`src/rtl/shuffled_minimal_standard_rng_core_assert.svh`:
```
// ----------------------------------------------------------------------------
// Assertion macros for the shuffled minimal-standard generator
// Implication checks, same-cycle and next-cycle, reported with $error.
// ----------------------------------------------------------------------------
`ifndef SHUFFLED_MINIMAL_STANDARD_RNG_CORE_ASSERT_SVH
`define SHUFFLED_MINIMAL_STANDARD_RNG_CORE_ASSERT_SVH
`ifndef SYNTHESIS
`define SRNG_ASSERT_IMP(lbl, clk, rst_n, ante, cons) \
    lbl: assert property (@(posedge clk) disable iff (!rst_n) (ante) |-> (cons)) \
        else $error("srng: same-cycle check failed");
`define SRNG_ASSERT_NXT(lbl, clk, rst_n, ante, cons) \
    lbl: assert property (@(posedge clk) disable iff (!rst_n) (ante) |=> (cons)) \
        else $error("srng: next-cycle check failed");
`else
`define SRNG_ASSERT_IMP(lbl, clk, rst_n, ante, cons)
`define SRNG_ASSERT_NXT(lbl, clk, rst_n, ante, cons)
`endif
`endif

```
`src/rtl/srng_pkg.sv`:
```
// ----------------------------------------------------------------------------
// srng_pkg
// Shared widths, generator constants, controller states and the command
// and status bundles between controller and datapath.
// ----------------------------------------------------------------------------
package srng_pkg;

    localparam int WORD_W     = 31;
    localparam int MULT_W     = 15;
    localparam int PROD_W     = WORD_W + MULT_W;
    localparam int WARM_EXTRA = 8;

    localparam logic [MULT_W-1:0] MS_MULT = 15'd16807;
    localparam logic [WORD_W-1:0] MS_MOD  = 31'h7FFF_FFFF;
    localparam logic [WORD_W-1:0] MS_ONE  = 31'd1;

    typedef enum logic [2:0] {
        S_IDLE,
        S_WMUL,
        S_WRED,
        S_DMUL,
        S_RED,
        S_OUT
    } t_state;

    // Datapath commands, at most a few active in one cycle
    typedef struct packed {
        logic load_start;     // load state from seed, arm warm-up counter
        logic mul;            // register state * multiplier
        logic warm_red;       // reduce, write table during warm-up
        logic slot_from_last; // recompute slot from last output
        logic draw_red;       // reduce, swap table slot
        logic finish;         // load output, update last output and slot
    } t_dp_cmd;

    typedef struct packed {
        logic last_zero;      // generator not yet initialized
        logic cnt_zero;       // final warm-up step
    } t_dp_status;

endpackage

```
`src/rtl/srng_req_if.sv`:
```
// ----------------------------------------------------------------------------
// srng_req_if
// Request channel: draw or reseed-and-draw, with a seed.
// ----------------------------------------------------------------------------
interface srng_req_if
    import srng_pkg::*;
();
    logic              valid;
    logic              ready;
    logic              kind;
    logic [WORD_W-1:0] seed;

    modport source (output valid, output kind, output seed, input ready);
    modport sink   (input valid, input kind, input seed, output ready);
endinterface

```
`src/rtl/srng_rsp_if.sv`:
```
// ----------------------------------------------------------------------------
// srng_rsp_if
// Response channel: one shuffled 31-bit deviate per request.
// ----------------------------------------------------------------------------
interface srng_rsp_if
    import srng_pkg::*;
();
    logic              valid;
    logic              ready;
    logic [WORD_W-1:0] value;

    modport source (output valid, output value, input ready);
    modport sink   (input valid, input value, output ready);
endinterface

```
`src/rtl/srng_ctrl.sv`:
```
// ----------------------------------------------------------------------------
// srng_ctrl
// Sequencer for warm-up and draws; owns the response valid flag.
// ----------------------------------------------------------------------------
module srng_ctrl
    import srng_pkg::*;
(
    input  logic       i_clk,
    input  logic       i_rst_n,
    input  logic       i_req_valid,
    input  logic       i_req_kind,
    output logic       o_req_ready,
    input  logic       i_rsp_ready,
    output logic       o_rsp_valid,
    input  t_dp_status i_status,
    output t_dp_cmd    o_cmd
);

    t_state r_state;
    t_state n_state;
    logic   r_rsp_valid;
    logic   n_rsp_valid;
    logic   rsp_free;
    logic   accept;

    assign rsp_free    = !r_rsp_valid || i_rsp_ready;
    assign accept      = i_req_valid && o_req_ready;
    assign o_rsp_valid = r_rsp_valid;

    // Take a request when idle, or while the result load frees the sequencer
    assign o_req_ready = i_rst_n
                       && ((r_state == S_IDLE) || ((r_state == S_OUT) && rsp_free));

    // Hold state and output flag
    always_ff @(posedge i_clk) begin
        if (!i_rst_n) begin
            r_state     <= S_IDLE;
            r_rsp_valid <= 1'b0;
        end else begin
            r_state     <= n_state;
            r_rsp_valid <= n_rsp_valid;
        end
    end

    // Next state and commands
    always_comb begin
        n_state     = r_state;
        o_cmd       = '0;
        case (r_state)
            S_IDLE: begin
                n_state = S_IDLE;
            end
            S_WMUL: begin
                o_cmd.mul = 1'b1;
                n_state   = S_WRED;
            end
            S_WRED: begin
                o_cmd.warm_red = 1'b1;
                n_state        = i_status.cnt_zero ? S_DMUL : S_WMUL;
            end
            S_DMUL: begin
                o_cmd.mul            = 1'b1;
                o_cmd.slot_from_last = 1'b1;
                n_state              = S_RED;
            end
            S_RED: begin
                o_cmd.draw_red = 1'b1;
                n_state        = S_OUT;
            end
            S_OUT: begin
                if (rsp_free) begin
                    o_cmd.finish = 1'b1;
                    n_state      = S_IDLE;
                end
            end
            default: begin
                n_state = S_IDLE;
            end
        endcase

        // Start a new item: warm up first on reseed or before any seed
        if (accept) begin
            if (i_req_kind || i_status.last_zero) begin
                o_cmd.load_start = 1'b1;
                n_state          = S_WMUL;
            end else begin
                o_cmd.mul = 1'b1;
                n_state   = S_RED;
            end
        end
    end

    // Set on result load, drop on transfer
    always_comb begin
        if (o_cmd.finish) begin
            n_rsp_valid = 1'b1;
        end else if (i_rsp_ready) begin
            n_rsp_valid = 1'b0;
        end else begin
            n_rsp_valid = r_rsp_valid;
        end
    end

endmodule

```
`src/rtl/srng_dp.sv`:
```
// ----------------------------------------------------------------------------
// srng_dp
// Generator state, multiplier, Mersenne reduction, shuffle table and
// output register.
// ----------------------------------------------------------------------------
module srng_dp
    import srng_pkg::*;
#(
    parameter int TABLE_ENTRIES = 32
) (
    input  logic              i_clk,
    input  logic              i_rst_n,
    input  logic              i_req_kind,
    input  logic [WORD_W-1:0] i_req_seed,
    input  t_dp_cmd           i_cmd,
    output t_dp_status        o_status,
    output logic [WORD_W-1:0] o_rsp_value
);

    localparam int AW = $clog2(TABLE_ENTRIES);
    localparam int CW = $clog2(TABLE_ENTRIES + WARM_EXTRA);
    localparam logic [31:0] SLOT_DIV = 32'(1 + (2147483646 / TABLE_ENTRIES));
    localparam logic [CW-1:0] CNT_INIT = CW'(TABLE_ENTRIES + WARM_EXTRA - 1);
    localparam logic [CW-1:0] CNT_FILL = CW'(TABLE_ENTRIES);

    logic [WORD_W-1:0] r_state;
    logic [PROD_W-1:0] r_prod;
    logic [CW-1:0]     r_cnt;
    logic [WORD_W-1:0] r_last;
    logic [AW-1:0]     r_slot;
    logic [WORD_W-1:0] r_rd;
    logic [WORD_W-1:0] r_value;
    logic [WORD_W-1:0] r_table [TABLE_ENTRIES];

    logic [WORD_W-1:0] start;
    logic [WORD_W:0]   fold_sum;
    logic [WORD_W-1:0] fold;
    logic              tbl_we;
    logic [AW-1:0]     tbl_wa;
    logic [WORD_W-1:0] slot_src;
    logic [AW-1:0]     slot_new;

    // Slot of a value: highest k with value >= k * SLOT_DIV, capped at the top
    function automatic logic [AW-1:0] slot_of(input logic [WORD_W-1:0] v);
        logic [AW-1:0] s;
        s = '0;
        for (int k = 1; k < TABLE_ENTRIES; k++) begin
            if ({1'b0, v} >= 32'(k) * SLOT_DIV) begin
                s = AW'(k);
            end
        end
        return s;
    endfunction

    // Zero seed and the modulus itself map to one
    assign start = (i_req_kind && (i_req_seed != '0) && (i_req_seed != MS_MOD))
                   ? i_req_seed : MS_ONE;

    // Fold the product: high part plus low part mod 2^31-1
    assign fold_sum = {1'b0, r_prod[WORD_W-1:0]}
                    + {{(WORD_W + 1 - MULT_W){1'b0}}, r_prod[PROD_W-1:WORD_W]};
    assign fold     = (fold_sum >= {1'b0, MS_MOD}) ? WORD_W'(fold_sum - {1'b0, MS_MOD})
                                                  : fold_sum[WORD_W-1:0];

    assign tbl_we   = (i_cmd.warm_red && (r_cnt < CNT_FILL)) || i_cmd.draw_red;
    assign tbl_wa   = i_cmd.draw_red ? r_slot : r_cnt[AW-1:0];
    assign slot_src = i_cmd.finish ? r_rd : r_last;
    assign slot_new = slot_of(slot_src);

    assign o_status.last_zero = (r_last == '0);
    assign o_status.cnt_zero  = (r_cnt == '0);
    assign o_rsp_value        = r_value;

    // Advance generator state, warm-up counter and last output
    always_ff @(posedge i_clk) begin
        if (!i_rst_n) begin
            r_state <= MS_ONE;
            r_last  <= '0;
            r_cnt   <= '0;
        end else begin
            if (i_cmd.load_start) begin
                r_state <= start;
                r_cnt   <= CNT_INIT;
            end else if (i_cmd.warm_red || i_cmd.draw_red) begin
                r_state <= fold;
            end
            if (i_cmd.warm_red && !o_status.cnt_zero) begin
                r_cnt <= r_cnt - CW'(1);
            end
            if (i_cmd.warm_red && o_status.cnt_zero) begin
                r_last <= fold;
            end else if (i_cmd.finish) begin
                r_last <= r_rd;
            end
        end
    end

    // Multiply, slot and output payload
    always_ff @(posedge i_clk) begin
        if (i_cmd.mul) begin
            r_prod <= r_state * MS_MULT;
        end
        if (i_cmd.slot_from_last || i_cmd.finish) begin
            r_slot <= slot_new;
        end
        if (i_cmd.finish) begin
            r_value <= r_rd;
        end
    end

    // Shuffle table: read old word and write new state in the same cycle
    always_ff @(posedge i_clk) begin
        if (tbl_we) begin
            r_table[tbl_wa] <= fold;
        end
        if (i_cmd.draw_red) begin
            r_rd <= r_table[r_slot];
        end
    end

endmodule

```
`src/rtl/shuffled_minimal_standard_rng_core.sv`:
```
// ----------------------------------------------------------------------------
// shuffled_minimal_standard_rng_core
// Park-Miller generator (x16807 mod 2^31-1) behind a Bays-Durham shuffle.
//
//   port    dir   modport  payload
//   i_req   in    sink     kind (1b: 0 draw, 1 reseed+draw), seed (31b)
//   o_rsp   out   source   value (31b, 1 .. 2^31-2)
//
// A draw multiplies, then reduces and swaps a table slot, then loads the result;
// a draw taken during a result load starts its multiply there. Each generator
// step is a multiply then a reduce. A reseed, or the first draw after reset,
// first adds a warm-up that fills the table and sets the last output.
// Reset is synchronous; the table holds no defined data until a warm-up.
// A finished result waits in the output register; one more request is taken
// meanwhile and then stalls before its result load until the register frees.
// ----------------------------------------------------------------------------
`include "shuffled_minimal_standard_rng_core_assert.svh"

module shuffled_minimal_standard_rng_core
    import srng_pkg::*;
#(
    parameter int TABLE_ENTRIES = 32
) (
    input  logic        i_clk,
    input  logic        i_rst_n,
    srng_req_if.sink    i_req,
    srng_rsp_if.source  o_rsp
);

    t_dp_cmd    cmd;
    t_dp_status status;

    // Sequencer
    srng_ctrl u_ctrl (
        .i_clk       (i_clk),
        .i_rst_n     (i_rst_n),
        .i_req_valid (i_req.valid),
        .i_req_kind  (i_req.kind),
        .o_req_ready (i_req.ready),
        .i_rsp_ready (o_rsp.ready),
        .o_rsp_valid (o_rsp.valid),
        .i_status    (status),
        .o_cmd       (cmd)
    );

    // Generator and shuffle table
    srng_dp #(
        .TABLE_ENTRIES (TABLE_ENTRIES)
    ) u_dp (
        .i_clk       (i_clk),
        .i_rst_n     (i_rst_n),
        .i_req_kind  (i_req.kind),
        .i_req_seed  (i_req.seed),
        .i_cmd       (cmd),
        .o_status    (status),
        .o_rsp_value (o_rsp.value)
    );

    // Results are never the fixed point or the modulus
    `SRNG_ASSERT_IMP(a_value_nonzero, i_clk, i_rst_n, o_rsp.valid, o_rsp.value != '0)
    `SRNG_ASSERT_IMP(a_value_below_mod, i_clk, i_rst_n, o_rsp.valid, o_rsp.value != MS_MOD)
    // Busy right after a transfer in
    `SRNG_ASSERT_NXT(a_busy_after_req, i_clk, i_rst_n, i_req.valid && i_req.ready, !i_req.ready)
    // A table swap only happens after a warm-up
    `SRNG_ASSERT_IMP(a_draw_initialized, i_clk, i_rst_n, cmd.draw_red, !status.last_zero)

endmodule
```
`src/flat_wrapper.sv`:
```
// flat-port wrapper written by rule: the top's interface ports become plain ports
module shuffled_minimal_standard_rng_core_flat import srng_pkg::*;
#(
    parameter int TABLE_ENTRIES = 32
)
  (i_clk, i_rst_n, i_req_valid, i_req_kind, i_req_seed, i_req_ready, o_rsp_valid, o_rsp_value, o_rsp_ready);
  srng_req_if i_req_i ();
  srng_rsp_if o_rsp_i ();
  input  logic i_clk;
  input  logic i_rst_n;
  input wire logic [$bits(i_req_i.valid)-1:0] i_req_valid;
  input wire logic [$bits(i_req_i.kind)-1:0] i_req_kind;
  input wire logic [$bits(i_req_i.seed)-1:0] i_req_seed;
  output wire logic [$bits(i_req_i.ready)-1:0] i_req_ready;
  output wire logic [$bits(o_rsp_i.valid)-1:0] o_rsp_valid;
  output wire logic [$bits(o_rsp_i.value)-1:0] o_rsp_value;
  input wire logic [$bits(o_rsp_i.ready)-1:0] o_rsp_ready;
  assign i_req_i.valid = i_req_valid;
  assign i_req_i.kind = i_req_kind;
  assign i_req_i.seed = i_req_seed;
  assign i_req_ready = i_req_i.ready;
  assign o_rsp_valid = o_rsp_i.valid;
  assign o_rsp_value = o_rsp_i.value;
  assign o_rsp_i.ready = o_rsp_ready;
  shuffled_minimal_standard_rng_core #(.TABLE_ENTRIES(TABLE_ENTRIES)) u_core (.i_clk(i_clk), .i_rst_n(i_rst_n), .i_req(i_req_i), .o_rsp(o_rsp_i));
endmodule
```
`config.mk`:
```
export PLATFORM = sky130hd
export DESIGN_NAME = shuffled_minimal_standard_rng_core_flat
export DESIGN_NICKNAME = d
export VERILOG_FILES = /design/src/rtl/srng_pkg.sv /design/src/rtl/srng_req_if.sv /design/src/rtl/srng_rsp_if.sv /design/src/rtl/srng_ctrl.sv /design/src/rtl/srng_dp.sv /design/src/rtl/shuffled_minimal_standard_rng_core.sv /design/src/flat_wrapper.sv
export VERILOG_INCLUDE_DIRS = /design/src /design/src/rtl
export SDC_FILE = /design/constraint.sdc
export NUM_CORES = 2
export LEC_CHECK = 0
export CAP_MARGIN = 5
export CORE_MARGIN = 2
export CORE_UTILIZATION = 49
export DETAILED_ROUTE_END_ITERATION = 10
export DONT_BUFFER_PORTS = 1
export GPL_ROUTABILITY_DRIVEN = 1
export MAX_ROUTING_LAYER = met4
export SLEW_MARGIN = 40
export SYNTH_ARGS = -nofsm -noshare
export SYNTH_HDL_FRONTEND = slang
export SYNTH_SLANG_ARGS = --single-unit
```
`constraint.sdc`:
```
create_clock -name i_clk -period 12 [get_ports i_clk]
set_clock_uncertainty 0.1 [all_clocks]
set_input_delay 0.6 -clock i_clk [delete_from_list [all_inputs] [get_ports i_clk]]
set_output_delay 0.6 -clock i_clk [all_outputs]
set_load 0.03 [all_outputs]
```
==> summary.md <==
| Metric | Value |
|---|---|
| Synthesized instance count | `3025` |
| Fillers | `8355` |
| Critical Path RT | `12340 ps` |
| DR pass1 iterations | `5` |
| Wirelength per Cell | `31.3 µm` |
| Status | `complete, no violations` |
| CP max stage cell | `nor4_1` |
| CTS max path bufs | `3` |
| Layout cell share with drive strength beyond 1 | `21.5%` |
| Width of the die | `335 µm` |
| Post_cts resized | `0` |
| Post-layout min period | `7290 ps` |
| Vias in the first global route | `29300` |
| Rows | `121` |
| Arrival @ worst endpoint | `7630 ps` |
| Most frequent cells in the layout | `edfxtp_1, mux4_2, ha_1` |
| Largest net degree at the start of global routing | `92` |
| Post-layout util | `55.3%` |
| Total wire length | `145000 µm` |
| Worst slew pin tran | `898 ps` |
| Cell area after layout | `60100 µm²` |
| CTS tree | `built` |
| Worst-path clk slew | `70 ps` |
| Num CTS Buffers | `118` |
| Net count after synthesis | `3399` |
| Worst path top cell family by delay | `adder cells` |
| Most common flop cell mapped by yosys | `edfxtp_1` |
| Avg Cell Area, Syn | `17.7 µm²` |
| Final setup viols | `0` |
| Critical Path End Type | `register` |
| Slew margin rel. | `39.7%` |
| Clock Latency Late Sink | `720 ps` |
| Total track usage | `26.9%` |
| Post-synth cell types | `81` |
| I/O pin total | `69` |
| Min-delay worst type | `input port to register` |
| CTS H-Tree Depth | `3` |
| Post-route ant nets | `0` |
| Maxcap violations | `0` |
| GRT overflow | `0` |
| Initial core utilization | `49.3%` |
| YS warnings | `0` |
| Final Hold Viols | `0` |
| Final period utilization | `60.7%` |
| Crit path launch type | `register` |
| Slew Limit Fails | `0` |
| Clk sink count | `1177` |
| Commonest non-fill, non-tap cell in the layout | `edfxtp_1` |
| Buffers added on ports | `0` |
| CP most frequent cell | `fa_1` |
| Sequential-to-total area share from yosys stat | `64.6%` |
| Fmax achieved | `0.137 GHz` |
| Placed inst area | `56100 µm²` |
| Die span in y | `335 µm` |
| Cell Chain, Critical Path | `inv_1, fa_1, inv_1, ha_1, fa_1, fa_1, inv_1, fa_1, fa_1, inv_1, ha_1, and4_1, nand3_1, or3_1, nor4_1, nor4_2, nor4_1, o32ai_1, o21ai_0, a21oi_1, xnor2_1` |
| Synthesis-to-layout area growth | `12.2%` |
| CP max FO | `9` |
| Core outline area | `109000 µm²` |
| Post-synth EDFFs | `1105` |
| Vias after detailed routing | `29000` |
| Setup_tns | `0 ps` |
| DRC | `0` |
| Largest stage delay on the critical path | `670 ps` |
| Buffer and inverter count on the worst path | `4` |
| Root buffer cell | `clkbuf_16` |
| RSZ-0062 raised after global routing | `no` |
| FF+latch count, synth | `1177` |
| Die Footprint | `112000 µm²` |
| Gpl congestion | `0.928` |
| Initial antenna violation count | `7` |
| Ys async rst share | `0%` |
| Nets | `3487` |
| Vias/cell | `6.25` |
| DPL Wire Length | `90900 µm` |
| Mapped cell area | `53600 µm²` |
| Initial DRC Count | `3381` |
| Critical path class | `register to register` |
| First-pass GRT wire length | `207000 µm` |
-- synth_stat cells, types with 10 or more instances --
cell	n	area, µm²
a211oi_1	16	120
a21o_1	30	225
a21oi_1	101	505
a221oi_1	11	96.3
a311oi_1	10	87.6
a31oi_1	22	138
and3_1	10	62.6
buf_1	20	75.1
clkbuf_1	104	390
dfxtp_1	72	1440
edfxtp_1	1105	33200
fa_1	134	2680
ha_1	204	2550
inv_1	194	728
mux2_2	31	349
mux4_2	310	6980
nand2_1	134	503
nand3_1	43	215
nand4_1	20	125
nor2_1	97	364
nor3_1	23	115
nor4_1	24	150
o211a_1	26	260
o21a_1	20	150
o21ai_0	48	240
o31ai_1	12	90.1
or3_1	12	75.1
xnor2_1	47	412
xor2_1	26	228
-- through the flow --
step	hold WS [ps]	setup slack (ps)	std cells
6_report	53.4	4710	4632
5_1_grt	29.7	4220	4630
4_1_cts	9.41	4670	4625
3_5_place_dp	354	4730	4395
3_3_place_gp	355	4880	4390
2_1_floorplan	326	5510	3025
-- per-layer routing --
layer | global-route usage (%) | share of wire (%)
met1 | 38.3 | 43
met2 | 40.3 | 47
met3 | 5.59 | 8.1
met4 | 6.54 | 2.2
met5 | - | 0
-- layout make-up --
class | instances | area [µm²] | share of cell area, %
well taps | 1414 | 1770 | 2.94
diodes | 6 | 15.0 | 0.0250
flip-flops and latches | 1177 | 34600 | 57.6
multi-input cells | 1525 | 18300 | 30.4
repair buffers | 96 | 866 | 1.44
clock inverters | 78 | 751 | 1.25
inverters | 195 | 734 | 1.22
clock buffers | 141 | 3100 | 5.16
-- worst paths after layout --
| kind | startpoint | endpoint | slack (ps) | cells after the start |
|---|---|---|---|---|
| worst max-delay path | u_core.u_dp.r_state[17] | u_core.u_dp.r_prod[43] | 4710 | 21 |
| worst min-delay path | i_req_seed[24] | u_core.u_dp.r_state[24] | 50 | 2 |
| worst max register to register | u_core.u_dp.r_state[17] | u_core.u_dp.r_prod[43] | 4710 | 21 |
| worst min register to register | u_core.u_dp.r_rd[30] | u_core.u_dp.o_rsp_value[30] | 370 | 0 |
-- registers in the layout (all words and copies together) (netlist names), 3 cells and up --
register and cells:
u_core.u_ctrl.r_state 3, u_core.u_dp.r_prod 46, u_core.u_dp.r_table 992, u_core.u_dp.r_rd 31, u_core.u_dp.o_rsp_value 31, u_core.u_dp.r_cnt 6, u_core.u_dp.r_state 31, u_core.u_dp.r_slot 5
u_core.u_dp.r_last 31
-- logic make-up (layout without fill, tap and decap cells) --
kind of cell | count (synthesis) | in the layout | share of synthesized area [%]
buffers and inverters | 323 | 510 | 2.28
other | 0 | 6 | 0
DFF | 1177 | 1177 | 64.6
muxes | 343 | 343 | 13.7
and+or+nand+nor | 419 | 419 | 3.85
adders and majority gates | 338 | 338 | 9.77
AOI/OAI and AO/OA | 351 | 351 | 4.56
xor gates and xnor gates | 74 | 74 | 1.22
-- what timing repair did --
item | in CTS | in global routing
setup buffers | 0 | 0
hold buffers | 11 | 0
endpoints found under the hold margin | 40 | 0
-- worst register-to-register path, delay by kind of cell, from the launching register on --
kind / cells / cell delay, ps
compound gates: 3 / 560
xor+xnor: 1 / 150
fa+ha+maj: 7 / 3280
buf+inv: 4 / 320
flops: 1 / 530
simple gates: 6 / 2080
Power is left out: the tool's default activity adds up to more than one toggle a clock period on the data nets, which glitch-free logic cannot reach.
